`src/sv/sha1_pkg.sv`:
```
// ----------------------------------------------------------------------------
// SHA-1 hasher package
// Shared types and constants for the SHA-1 byte stream hasher.
// ----------------------------------------------------------------------------
package sha1_pkg;

  typedef enum logic [1:0] {
    FUNC_ABSORB     = 2'd0,
    FUNC_ABSORB_FIN = 2'd1,
    FUNC_FINISH     = 2'd2,
    FUNC_NONE       = 2'd3
  } func_t;

  typedef struct packed {
    logic [1:0] func;
    logic [7:0] data_byte;
  } in_req_t;

  typedef struct packed {
    logic [31:0] digest_word;
    logic [2:0]  word_index;
    logic        last;
    logic        error;
  } out_req_t;

  typedef enum logic [3:0] {
    ST_IDLE,
    ST_WRITE,
    ST_PAD,
    ST_LEN_HI,
    ST_LEN_LO,
    ST_CMP_LOAD,
    ST_CMP_RUN,
    ST_CMP_ADD,
    ST_CMP_CLR,
    ST_EMIT_RD,
    ST_EMIT,
    ST_ERR,
    ST_INIT
  } state_t;

  localparam logic [31:0] IV [5] = '{32'h67452301, 32'hEFCDAB89, 32'h98BADCFE,
                                     32'h10325476, 32'hC3D2E1F0};
  localparam logic [31:0] KC [4] = '{32'h5A827999, 32'h6ED9EBA1, 32'h8F1BBCDC,
                                     32'hCA62C1D6};
  localparam int unsigned PAD_LIMIT_BYTES = 55;

  typedef struct packed {
    logic [6:0] round;
  } rnd_ctl_t;

  function automatic logic [31:0] rotl(input logic [31:0] x, input int unsigned n);
    rotl = (x << n) | (x >> (32 - n));
  endfunction

endpackage

```
`src/sv/sha1_round.sv`:
```
// ----------------------------------------------------------------------------
// SHA-1 round unit
// One compression round per cycle while step is high, with a 16-word rolling schedule window.
// ----------------------------------------------------------------------------
module sha1_round (
  input  logic                 clk,
  input  logic                 load,
  input  logic                 step,
  input  sha1_pkg::rnd_ctl_t   ctl,
  input  logic [31:0]          load_w,
  input  logic [3:0]           load_idx,
  input  logic [159:0]         init_abcde,
  output logic [159:0]         abcde
);
  import sha1_pkg::*;

  logic [31:0] w_r [16];
  logic [31:0] a_r, b_r, c_r, d_r, e_r;
  logic [31:0] f, t, wi, wn;
  logic [1:0]  ph;

  always_comb begin
    if (ctl.round < 7'd20) ph = 2'd0;
    else if (ctl.round < 7'd40) ph = 2'd1;
    else if (ctl.round < 7'd60) ph = 2'd2;
    else ph = 2'd3;
    unique case (ph)
      2'd0:    f = (b_r & c_r) | (~b_r & d_r);
      2'd2:    f = (b_r & c_r) | (b_r & d_r) | (c_r & d_r);
      default: f = b_r ^ c_r ^ d_r;
    endcase
    wi = w_r[0];
    wn = rotl(w_r[13] ^ w_r[8] ^ w_r[2] ^ w_r[0], 1);
    t  = rotl(a_r, 5) + f + e_r + wi + KC[ph];
  end

  always_ff @(posedge clk) begin
    if (load) begin
      w_r[load_idx] <= load_w;
      {a_r, b_r, c_r, d_r, e_r} <= init_abcde;
    end else if (step) begin
      for (int i = 0; i < 15; i++) w_r[i] <= w_r[i+1];
      w_r[15] <= wn;
      e_r <= d_r;
      d_r <= c_r;
      c_r <= rotl(b_r, 30);
      b_r <= a_r;
      a_r <= t;
    end
  end

  assign abcde = {a_r, b_r, c_r, d_r, e_r};
endmodule

```
`src/sv/sha1_byte_stream_hasher.sv`:
```
// ----------------------------------------------------------------------------
// SHA-1 byte stream hasher
// Absorbs message bytes into a word memory, compresses full blocks, pads and
// emits the five digest words on finish.
//
//  channel | dir | payload           | notes
//  in_     | in  | sha1_pkg::in_req_t  | func, data_byte
//  out_    | out | sha1_pkg::out_req_t | up to five per finish
//
// Absorb: word read on accept, then merge and write back.
// Full block: word load, 80 rounds, chain update and buffer clear; finish adds
// padding, length, one or two blocks, a read and an emit per result and a
// re-init. After reset an init pass clears the buffer and loads the chain; no
// request is taken meanwhile. Output stalls hold the emit sequence.
// ----------------------------------------------------------------------------
module sha1_byte_stream_hasher (
  input  logic                clk,
  input  logic                rst_n,
  input  logic                in_valid,
  output logic                in_ready,
  input  sha1_pkg::in_req_t   in_data,
  output logic                out_valid,
  input  logic                out_ready,
  output sha1_pkg::out_req_t  out_data
);
  import sha1_pkg::*;

  // block word memory 0..15
  logic [31:0] mem [16];
  logic [31:0] rd_r;
  logic [3:0]  raddr, waddr;
  logic        we;
  logic [31:0] wdata;

  state_t      st_r, st_nxt;
  logic [5:0]  pos_r;
  logic [5:0]  pos_inc;
  logic [63:0] len_r;
  logic        long_r;
  logic        fin_r;
  logic [7:0]  byte_r;
  logic [6:0]  cnt_r;
  logic        second_r;
  logic        pad_r;
  logic        fwd_r;
  logic [31:0] hold_r;
  logic [31:0] pad_base;
  logic        emit_go;
  out_req_t    out_r;
  logic        ov_r;

  logic        rload, rstep;
  rnd_ctl_t    rctl;
  logic [159:0] abcde, chain_init;
  logic [31:0] chain_r [5];

  always_ff @(posedge clk) begin
    if (we) mem[waddr] <= wdata;
    rd_r <= mem[raddr];
  end

  assign rctl.round = cnt_r;
  assign chain_init = {chain_r[0], chain_r[1], chain_r[2], chain_r[3], chain_r[4]};
  assign pos_inc    = pos_r + 6'd1;
  assign pad_base   = (fwd_r && pos_r[1:0] != 2'd0) ? hold_r : rd_r;
  assign emit_go    = (st_r == ST_EMIT || st_r == ST_ERR) && (!ov_r || out_ready);

  sha1_round u_round (
    .clk(clk), .load(rload), .step(rstep), .ctl(rctl),
    .load_w(rd_r), .load_idx(cnt_r[3:0] - 4'd1), .init_abcde(chain_init),
    .abcde(abcde)
  );

  assign in_ready  = (st_r == ST_IDLE);
  assign out_valid = ov_r;
  assign out_data  = out_r;

  always_comb begin
    st_nxt = st_r;
    unique case (st_r)
      ST_INIT:     if (cnt_r == 7'd15) st_nxt = ST_IDLE;
      ST_IDLE: begin
        if (in_valid) begin
          unique case (func_t'(in_data.func))
            FUNC_ABSORB:     st_nxt = long_r ? ST_IDLE : ST_WRITE;
            FUNC_ABSORB_FIN: st_nxt = long_r ? ST_ERR : ST_WRITE;
            FUNC_FINISH:     st_nxt = long_r ? ST_ERR : ST_PAD;
            default:         st_nxt = ST_IDLE;
          endcase
        end
      end
      ST_WRITE: begin
        if (fin_r && long_r) st_nxt = ST_ERR;
        else if (pos_r == 6'd63) st_nxt = ST_CMP_LOAD;
        else if (fin_r) st_nxt = ST_PAD;
        else st_nxt = ST_IDLE;
      end
      ST_PAD: begin
        if (pos_r == 6'd63 || pos_r > 6'(PAD_LIMIT_BYTES)) st_nxt = ST_CMP_LOAD;
        else st_nxt = ST_LEN_HI;
      end
      ST_LEN_HI:   st_nxt = ST_LEN_LO;
      ST_LEN_LO:   st_nxt = ST_CMP_LOAD;
      ST_CMP_LOAD: if (cnt_r == 7'd16) st_nxt = ST_CMP_RUN;
      ST_CMP_RUN:  if (cnt_r == 7'd79) st_nxt = ST_CMP_ADD;
      ST_CMP_ADD:  st_nxt = ST_CMP_CLR;
      ST_CMP_CLR: begin
        if (cnt_r == 7'd15) begin
          if (!fin_r) st_nxt = ST_IDLE;
          else if (second_r) st_nxt = ST_EMIT_RD;
          else if (pad_r) st_nxt = ST_LEN_HI;
          else st_nxt = ST_PAD;
        end
      end
      ST_EMIT_RD:  st_nxt = ST_EMIT;
      ST_EMIT: begin
        if (emit_go) begin
          if (cnt_r == 7'd4) st_nxt = ST_INIT;
          else st_nxt = ST_EMIT_RD;
        end
      end
      ST_ERR:      if (emit_go) st_nxt = ST_INIT;
      default:     st_nxt = ST_INIT;
    endcase
  end

  always_comb begin
    raddr = 4'd0;
    we    = 1'b0;
    waddr = 4'd0;
    wdata = 32'd0;
    rload = 1'b0;
    rstep = 1'b0;
    unique case (st_r)
      ST_IDLE:     raddr = pos_r[5:2];
      ST_WRITE, ST_PAD: begin
        we    = 1'b1;
        waddr = pos_r[5:2];
        wdata = ((st_r == ST_PAD) ? pad_base : rd_r) |
                ({24'd0, (st_r == ST_PAD) ? 8'h80 : byte_r}
                 << ((2'd3 - pos_r[1:0]) * 8));
        if (st_r == ST_WRITE) raddr = pos_inc[5:2];
      end
      ST_LEN_HI: begin
        we = 1'b1; waddr = 4'd14; wdata = len_r[63:32];
      end
      ST_LEN_LO: begin
        we = 1'b1; waddr = 4'd15; wdata = len_r[31:0];
      end
      ST_CMP_LOAD: begin
        raddr = cnt_r[3:0];
        rload = (cnt_r != 7'd0);
      end
      ST_CMP_RUN:  rstep = 1'b1;
      ST_CMP_CLR, ST_INIT: begin
        we = 1'b1; waddr = cnt_r[3:0]; wdata = 32'd0;
      end
      default: ;
    endcase
  end

  always_ff @(posedge clk) begin
    if (!rst_n) begin
      st_r   <= ST_INIT;
      cnt_r  <= 7'd0;
      pos_r  <= 6'd0;
      len_r  <= 64'd0;
      long_r <= 1'b0;
      fin_r  <= 1'b0;
      second_r <= 1'b0;
      pad_r  <= 1'b0;
      fwd_r  <= 1'b0;
      ov_r   <= 1'b0;
      for (int i = 0; i < 5; i++) chain_r[i] <= IV[i];
    end else begin
      st_r  <= st_nxt;
      fwd_r <= (st_r == ST_WRITE);
      if (st_r == ST_WRITE) hold_r <= wdata;
      if (emit_go) ov_r <= 1'b1;
      else if (out_ready) ov_r <= 1'b0;
      unique case (st_r)
        ST_INIT: begin
          cnt_r <= (cnt_r == 7'd15) ? 7'd0 : cnt_r + 7'd1;
          pos_r <= 6'd0; len_r <= 64'd0; long_r <= 1'b0;
          fin_r <= 1'b0; second_r <= 1'b0; pad_r <= 1'b0;
          for (int i = 0; i < 5; i++) chain_r[i] <= IV[i];
        end
        ST_IDLE: begin
          cnt_r <= 7'd0;
          if (in_valid) begin
            byte_r <= in_data.data_byte;
            fin_r  <= (in_data.func != FUNC_ABSORB);
            if (!long_r && (in_data.func == FUNC_ABSORB ||
                            in_data.func == FUNC_ABSORB_FIN)) begin
              len_r <= len_r + 64'd8;
              if (len_r[63:3] == '1) long_r <= 1'b1;
            end
          end
        end
        ST_WRITE: pos_r <= pos_inc;
        ST_PAD: begin
          pos_r <= pos_inc;
          pad_r <= 1'b1;
          second_r <= !(pos_r == 6'd63 || pos_r > 6'(PAD_LIMIT_BYTES));
        end
        ST_LEN_LO: second_r <= 1'b1;
        ST_CMP_LOAD: cnt_r <= (cnt_r == 7'd16) ? 7'd0 : cnt_r + 7'd1;
        ST_CMP_RUN: cnt_r <= (cnt_r == 7'd79) ? 7'd0 : cnt_r + 7'd1;
        ST_CMP_ADD: begin
          chain_r[0] <= chain_r[0] + abcde[159:128];
          chain_r[1] <= chain_r[1] + abcde[127:96];
          chain_r[2] <= chain_r[2] + abcde[95:64];
          chain_r[3] <= chain_r[3] + abcde[63:32];
          chain_r[4] <= chain_r[4] + abcde[31:0];
          pos_r <= 6'd0;
        end
        ST_CMP_CLR: cnt_r <= (cnt_r == 7'd15) ? 7'd0 : cnt_r + 7'd1;
        ST_EMIT: begin
          if (emit_go) begin
            out_r.digest_word <= chain_r[cnt_r[2:0]];
            out_r.word_index  <= cnt_r[2:0];
            out_r.last        <= (cnt_r == 7'd4);
            out_r.error       <= 1'b0;
            cnt_r <= (cnt_r == 7'd4) ? 7'd0 : cnt_r + 7'd1;
          end
        end
        ST_ERR: begin
          if (emit_go) begin
            out_r <= '{digest_word: 32'd0, word_index: 3'd0, last: 1'b1, error: 1'b1};
            cnt_r <= 7'd0;
          end
        end
        default: ;
      endcase
    end
  end

  ap_ready_idle: assert property (@(posedge clk) disable iff (!rst_n)
    in_ready |-> st_r == ST_IDLE) else $error("ready outside idle");
  ap_out_hold: assert property (@(posedge clk) disable iff (!rst_n)
    ov_r && !out_ready |=> ov_r) else $error("result dropped");
  ap_cnt_rounds: assert property (@(posedge clk) disable iff (!rst_n)
    st_r == ST_CMP_RUN |-> cnt_r < 7'd80) else $error("round count overrun");
endmodule
```
`config.mk`:
```
export PLATFORM = sky130hd
export DESIGN_NAME = sha1_byte_stream_hasher
export DESIGN_NICKNAME = d
export VERILOG_FILES = /design/src/sv/sha1_pkg.sv /design/src/sv/sha1_round.sv /design/src/sv/sha1_byte_stream_hasher.sv
export SDC_FILE = /design/constraint.sdc
export NUM_CORES = 2
export LEC_CHECK = 0
export BUFFER_PORTS_ARGS = -buffer_cell sky130_fd_sc_hd__buf_2
export CORE_MARGIN = 3
export CORE_UTILIZATION = 55
export DETAILED_ROUTE_END_ITERATION = 16
export GPL_ROUTABILITY_DRIVEN = 0
export PLACE_DENSITY = 0.75
export REMOVE_ABC_BUFFERS = 1
export SYNTH_ARGS = -nofsm -noshare
export SYNTH_HDL_FRONTEND = slang
export SYNTH_SLANG_ARGS = --single-unit
```
`constraint.sdc`:
```
create_clock -name clk -period 7.6 [get_ports clk]
set_input_delay 0.76 -clock clk [delete_from_list [all_inputs] [get_ports clk]]
set_output_delay 0.76 -clock clk [all_outputs]
set_load 0.03 [all_outputs]
```
Yosys cells after proc, flatten, opt, wreduce, memory -nomap -nowiden
Memories as Yosys holds them, arrays and structs flattened. A register that Yosys moved wholly into a read port is not among the register bits.
Index checks and enable logic that the tools add are counted.
W data, S select, Z words.

storage, ports and cells
  register bits after elaboration = 324
  logic and storage cells = 240
  bits of input ports = 14
  memories = 3
  bits in writable memories = 1184
  output and inout port bits = 39

operators by class
  eq/ne operators = 30
  shift-type cells = 1
  multiplexer cells = 100
  add/sub/neg operators = 14
  reduce and logical (&&, ||, !) cells = 38
  magnitude comparators = 5
  bitwise logic cells = 28

memories
  memory       words  bits a word  rd ports  clocked after Yosys merged registers in  write ports  line                           text
  mem          16     32           1         1                                        1            sha1_byte_stream_hasher.sv:29  logic [31:0] mem [16];
  u_round.w_r  16     32           16        0                                        16           sha1_round.sv:17               logic [31:0] w_r [16];
  chain_r      5      32           6         1                                        5            sha1_byte_stream_hasher.sv:55  logic [31:0] chain_r [5];

operator list
  operator                 number
  $mux W32                 25
  $add A32 B32 Y32         9
  $xor A32 B32 Y32         5
  $and A32 B32 Y32         4
  $mux W64                 2
  $or A32 B32 Y32          4
  $pmux W64 S2             1
  $pmux W32 S3             1
  $mux W37                 2
  $pmux W37 S2             1
  $add A64 B4 Y64 const B  1
  $bmux W32 S2             1
  $pmux W32 S2             1
  $eq A61 B61 Y1 const B   1
  $mux W4                  14
  $pmux W4 S13             1
  $mux W7                  6
  $pmux W7 S6              1
  $not A32 Y32             1
  $or A32 B1 Y32           1
  $or A32 B30 Y32          1
  $or A32 B5 Y32           1
  $reduce_or A32 Y1        1
  $shl A8 B32 Y32          1
  other kinds (47)         130

Logic depth before layout (Yosys ltp)
  depth after elaboration = 12
  depth in mapped cells = 23

Modules after synthesis
From an unflattened synthesis, not the netlist that was laid out.

unflattened totals
  cells, all modules = 6303
  area total of the unflattened synthesis = 76296.9 sq um

modules (own cells, without submodules)
  module                   area an instance (sq um)  cells an instance  times used  seq. area each (sq um)
  sha1_byte_stream_hasher  42938.7                   3736               1           24873.9
  sha1_round               33358.2                   2567               1           20179.4

Least setup slack after synthesis
Ideal clock, no wire load.

  path kind = reg-to-reg
  start point = register cnt_r[1]
  end point = register u_round.a_r[0], enable pin
  setup slack = 1.801 ns
  arrival = 4.473 ns
  required time = 6.274 ns
  library setup time = 1.326 ns
  stages on the path, launching flop included = 9
  cells stage by stage = dfxtp_1 -> clkbuf_1 -> inv_1 -> ha_1 -> clkbuf_1 -> nand3_1 -> o21ai_1 -> clkbuf_1 -> nand2_1

between the ends
  cells in the longest elaborated chain, start to end = 3

RTL lines
  element                              line                            text
  start, declared                      sha1_byte_stream_hasher.sv:42   logic [6:0] cnt_r;
  start signal, assigned               sha1_byte_stream_hasher.sv:183  cnt_r <= (cnt_r == 7'd15) ? 7'd0 : cnt_r + 7'd1;
  start signal, assigned               sha1_byte_stream_hasher.sv:207  ST_CMP_LOAD: cnt_r <= (cnt_r == 7'd16) ? 7'd0 : cnt_r + 7'd1;
  start signal, assigned               sha1_byte_stream_hasher.sv:208  ST_CMP_RUN: cnt_r <= (cnt_r == 7'd79) ? 7'd0 : cnt_r + 7'd1;
  $reduce_bool A7 Y1                   sha1_byte_stream_hasher.sv:152  rload = (cnt_r != 7'd0);
  $mux W1                              sha1_byte_stream_hasher.sv:134  unique case (st_r)
  $reduce_bool A2 Y1 (no source line)  -
  end signal, assigned                 sha1_round.sv:40                {a_r, b_r, c_r, d_r, e_r} <= init_abcde;
  end signal, assigned                 sha1_round.sv:48                a_r <= t;
  end, declared                        sha1_round.sv:18                logic [31:0] a_r, b_r, c_r, d_r, e_r;

Every way passes these cells.
A chain may end at the register's enable or synchronous reset.

Final worst setup path
  start point = register cnt_r[2]
  end point = register u_round.a_r[30], data pin

between the ends
  cells in the longest elaborated chain, start to end = 12
  elaborated cells between the ends (all ways) = 21

RTL lines
  element                                                  line              text
  $lt A7 B6 Y1                                             sha1_round.sv:25  else if (ctl.round < 7'd60) ph = 2'd2;
  $mux W1                                                  sha1_round.sv:25
  $mux W2                                                  sha1_round.sv:24  else if (ctl.round < 7'd40) ph = 2'd1;
  $mux W2                                                  sha1_round.sv:23  if (ctl.round < 7'd20) ph = 2'd0;
  $eq A2 B2 Y1 / $logic_not A2 Y1 (equally long branches)  sha1_round.sv:27  unique case (ph)
  $pmux W32 S2                                             sha1_round.sv:27
  $add A32 B32 Y32 (4 in a row)                            sha1_round.sv:34  t = rotl(a_r, 5) + f + e_r + wi + KC[ph];
  $mux W32                                                 sha1_round.sv:41  end else if (step) begin
  $mux W32 (*)                                             sha1_round.sv:38  if (load) begin

Mark *: on every way between the ends. The rest lies on a longest branch, timed or not. The select of a mux whose other input is x is not followed.

==> impl_metrics.json <==
{
  "cap_viol_max_count": 0,
  "status": "finished clean",
  "yosys.area.top_type": "edfxtp_1",
  "h-tree-depth": 4,
  "slew_headroom_pct": 16.8,
  "post-cts-setup-buffer-count": 0,
  "gr-total-overflow": 0,
  "path_clk_slew_ns": 0.07,
  "vias": 53400,
  "cts-root-buf": "clkbuf_16",
  "synth_flop_cell": "edfxtp_1",
  "track_usage_pct": 27.7,
  "yosysUniqueCellTypes": 94,
  "detail-route-antenna-nets": 0,
  "syn_avg_cell_area_um2": 11.2,
  "wl_um": 200000,
  "layout-drive-gt1-share_pct": 7.17,
  "p_sw_mw": 9.17,
  "placed_cells": 8399,
  "final_util_pct": 61.4,
  "async_reset_ff_share_pct": 0,
  "switching_share_pct": 33.6,
  "rrSetupSlack_ns": 0.76,
  "required_ns": 8.13,
  "cts_resized": 0,
  "io_buffers": 52,
  "path_max_fanout": 19,
  "cts_buffer_depth": 3,
  "grt_pass1_wl_um": 304000,
  "clkPwrFrac_pct": 28.8,
  "via_per_inst": 6.14,
  "hold_buffers": 0,
  "fmax_ghz": 0.146,
  "first_pass_iters": 7,
  "nets": 7116,
  "hold_path_class": "primary input to flip-flop",
  "fin_skew_ns": 0.0419,
  "die-area_um2": 143000,
  "p_leak_nw": 30.4,
  "total_power_mw": 27.3,
  "ios": 53,
  "p_comb_share_pct": 28.2,
  "yosysWarnings": 0,
  "start_util_pct": 55.8,
  "seqPwrFrac_pct": 43.0,
  "core_um2": 136000,
  "fin_crit_sh_pct": 90.0,
  "rsz0062_at_grt": "no",
  "synth_top_area_share_pct": 56.1,
  "synth_cells": 6807,
  "internal-power_mw": 18.1,
  "area_growth_pct": 10.1,
  "whs_ns": 0.147,
  "place_hpwl_um": 127000,
  "insertion_delay_ns": 0.82,
  "synth_seq_cells": 1540,
  "synth-edff-count": 1421,
  "seq_area_frac_synth_pct": 59.2,
  "die_w_um": 378,
  "drv_slew": 0,
  "rows": 135,
  "drc": 0,
  "powerDensity_nw_per_um2": 326,
  "grt_max_degree": 199,
  "worst-slew-pin-transition_ns": 1.22,
  "cts_buffers": 159,
  "wl_per_cell_um": 23.0,
  "fin_cells": 8692,
  "cts_tree": "yes",
  "setup_violations": 0,
  "worstSetupStartpointType": "flip-flop",
  "die_h_um": 378,
  "end_kind": "flip-flop",
  "ir_worst_vdd_mv": 0.312,
  "antenna_found_initial": 2,
  "ys_top_cells_by_area": "edfxtp_1 56%, nand2_1 8.4%, fa_1 3.3%, ha_1 3.3%, dfxtp_1 3.1%",
  "arrival_ns": 7.37,
  "hold_violations": 0,
  "synth.cell_area_um2": 76100,
  "cts.sinks": 1540,
  "grt_pass1_vias": 51200,
  "path_class": "flip-flop to flip-flop",
  "fin_crit_ns": 6.84,
  "drt-initial-drc-count": 6096
}
[worst paths after layout]
kind / from / endpoint / cells after the start
max: cnt_r[2] / u_round.a_r[30] / 18
min: in_data[7] / byte_r[7] / 1
max reg2reg: cnt_r[2] / u_round.a_r[30] / 18
min reg2reg: pad_r / pad_r / 2
[sequential cells by signal (all words and copies together) (netlist names), 7 cells and up, named ones only]
register     flops
u_round.c_r     32
byte_r           8
mem            512
u_round.d_r     32
chain_r        160
cnt_r            7
rd_r            32
u_round.w_r    512
out_data        37
hold_r          32
u_round.b_r     32
u_round.a_r     32
u_round.e_r     32
len_r           61
[power groups by stage]
stage	clock network, mW	logic [mW]	registers (mW)
finish	7.87	7.69	11.7
global placement	0	7.31	11.9
CTS	7.94	7.63	11.7
global route	8.25	8.49	11.8
detailed placement	0	7.56	11.9
floorplan	0	5.37	11.7
[worst max-delay path, stage by stage (launching register included)]
cell and delay [ns]:
dfxtp_1 0.75, o21ai_0 0.18, nand2_1 0.58, nand2_1 0.47
fa_1 0.63, inv_1 0.05, fa_1 0.48, inv_1 0.05
fa_1 0.49, inv_1 0.05, ha_1 0.36, nand2_1 0.12
nor4_1 0.70, o21ai_0 0.26, nand3_1 0.28, o21ai_0 0.21
o21ai_0 0.39, a41oi_1 0.16, o32a_1 0.36
[per-stage QoR]
stage / TNS, ns / instance area [um2] / setup WS, ns
after detailed placement: 0 / 78500 / 1.07
after global routing: 0 / 83800 / 0.396
after CTS: 0 / 83800 / 1.02
final: 0 / 83800 / 0.758
after global placement: 0 / 78500 / 1.22
after floorplan: -4607.95 / 74800 / -8.38
[cells by family (layout without fill, tap and decap cells)]
group,Yosys count,in the layout,share of synthesized area [%]
multiplexers,107,107,1.93
flip-flops,1540,1540,59.2
AO/OA/AOI/OAI,1335,1335,11.4
AND/OR/NAND/NOR,2541,2541,14.2
other,0,3,0
adder cells (fa/ha/maj),324,324,6.56
XOR/XNOR,295,295,3.39
buffers and inverters,665,766,3.35
[synth_stat cells (all sizes together), types with 94 or more instances]
master / count
a211oi: 185
a21o: 94
a21oi: 285
a31oi: 107
and2: 150
clkbuf: 280
dfxtp: 119
edfxtp: 1421
fa: 125
ha: 198
inv: 328
nand2: 1694
nor2: 338
o21ai: 337
xnor2: 190
xor2: 105
[final cells by class]
cell class              instances  area [um2]
diodes                          3        7.51
clock buffers                 212        4300
clock inverters                78         966
fillers                     10500       52700
inverters                     329        1230
multi-input cells            4602       28900
flip-flops and latches       1540       45100
well taps                    1781        2230
repair buffers                147        1070
[per-layer routing]
metal	vias to the layer above	routed length, um	track usage, %
met5	-	0	0
met2	2623	95300	45.3
met1	26100	78300	36.8
li1	24100	-	-
met3	533	17400	4.94
met4	0	8830	11.6
[cells in the final DEF (no fill, tap or decap), types with 26 or more instances in the layout]
master     synthesis  routed
nor2_1           333     312
o21a_1            27      26
edfxtp_1        1421    1421
a21oi_1          285     285
nand2b_1          32      32
xor2_1           105     105
inv_1            327     327
a21o_1            94      94
xnor2_1          190     190
buf_4              1      87
dfxtp_1          119     117
o21bai_1          27      27
clkbuf_16          0     161
nand4_1           41      41
a311oi_1          68      68
o21ai_0          329     305
a22oi_1           29      28
buf_2             35      52
and2_1           131     130
mux4_2            32      32
mux2i_1           74      74
and3_1            37      36
nand3_1           73      72
nor2b_1           33      33
nand2_1         1694    1691
a31oi_1          107     107
a211oi_1         184     184
ha_1             198     198
nor3_1            50      49
fa_1             125     125
clkbuf_1         280      43
(Power assumes the default switching activity.)
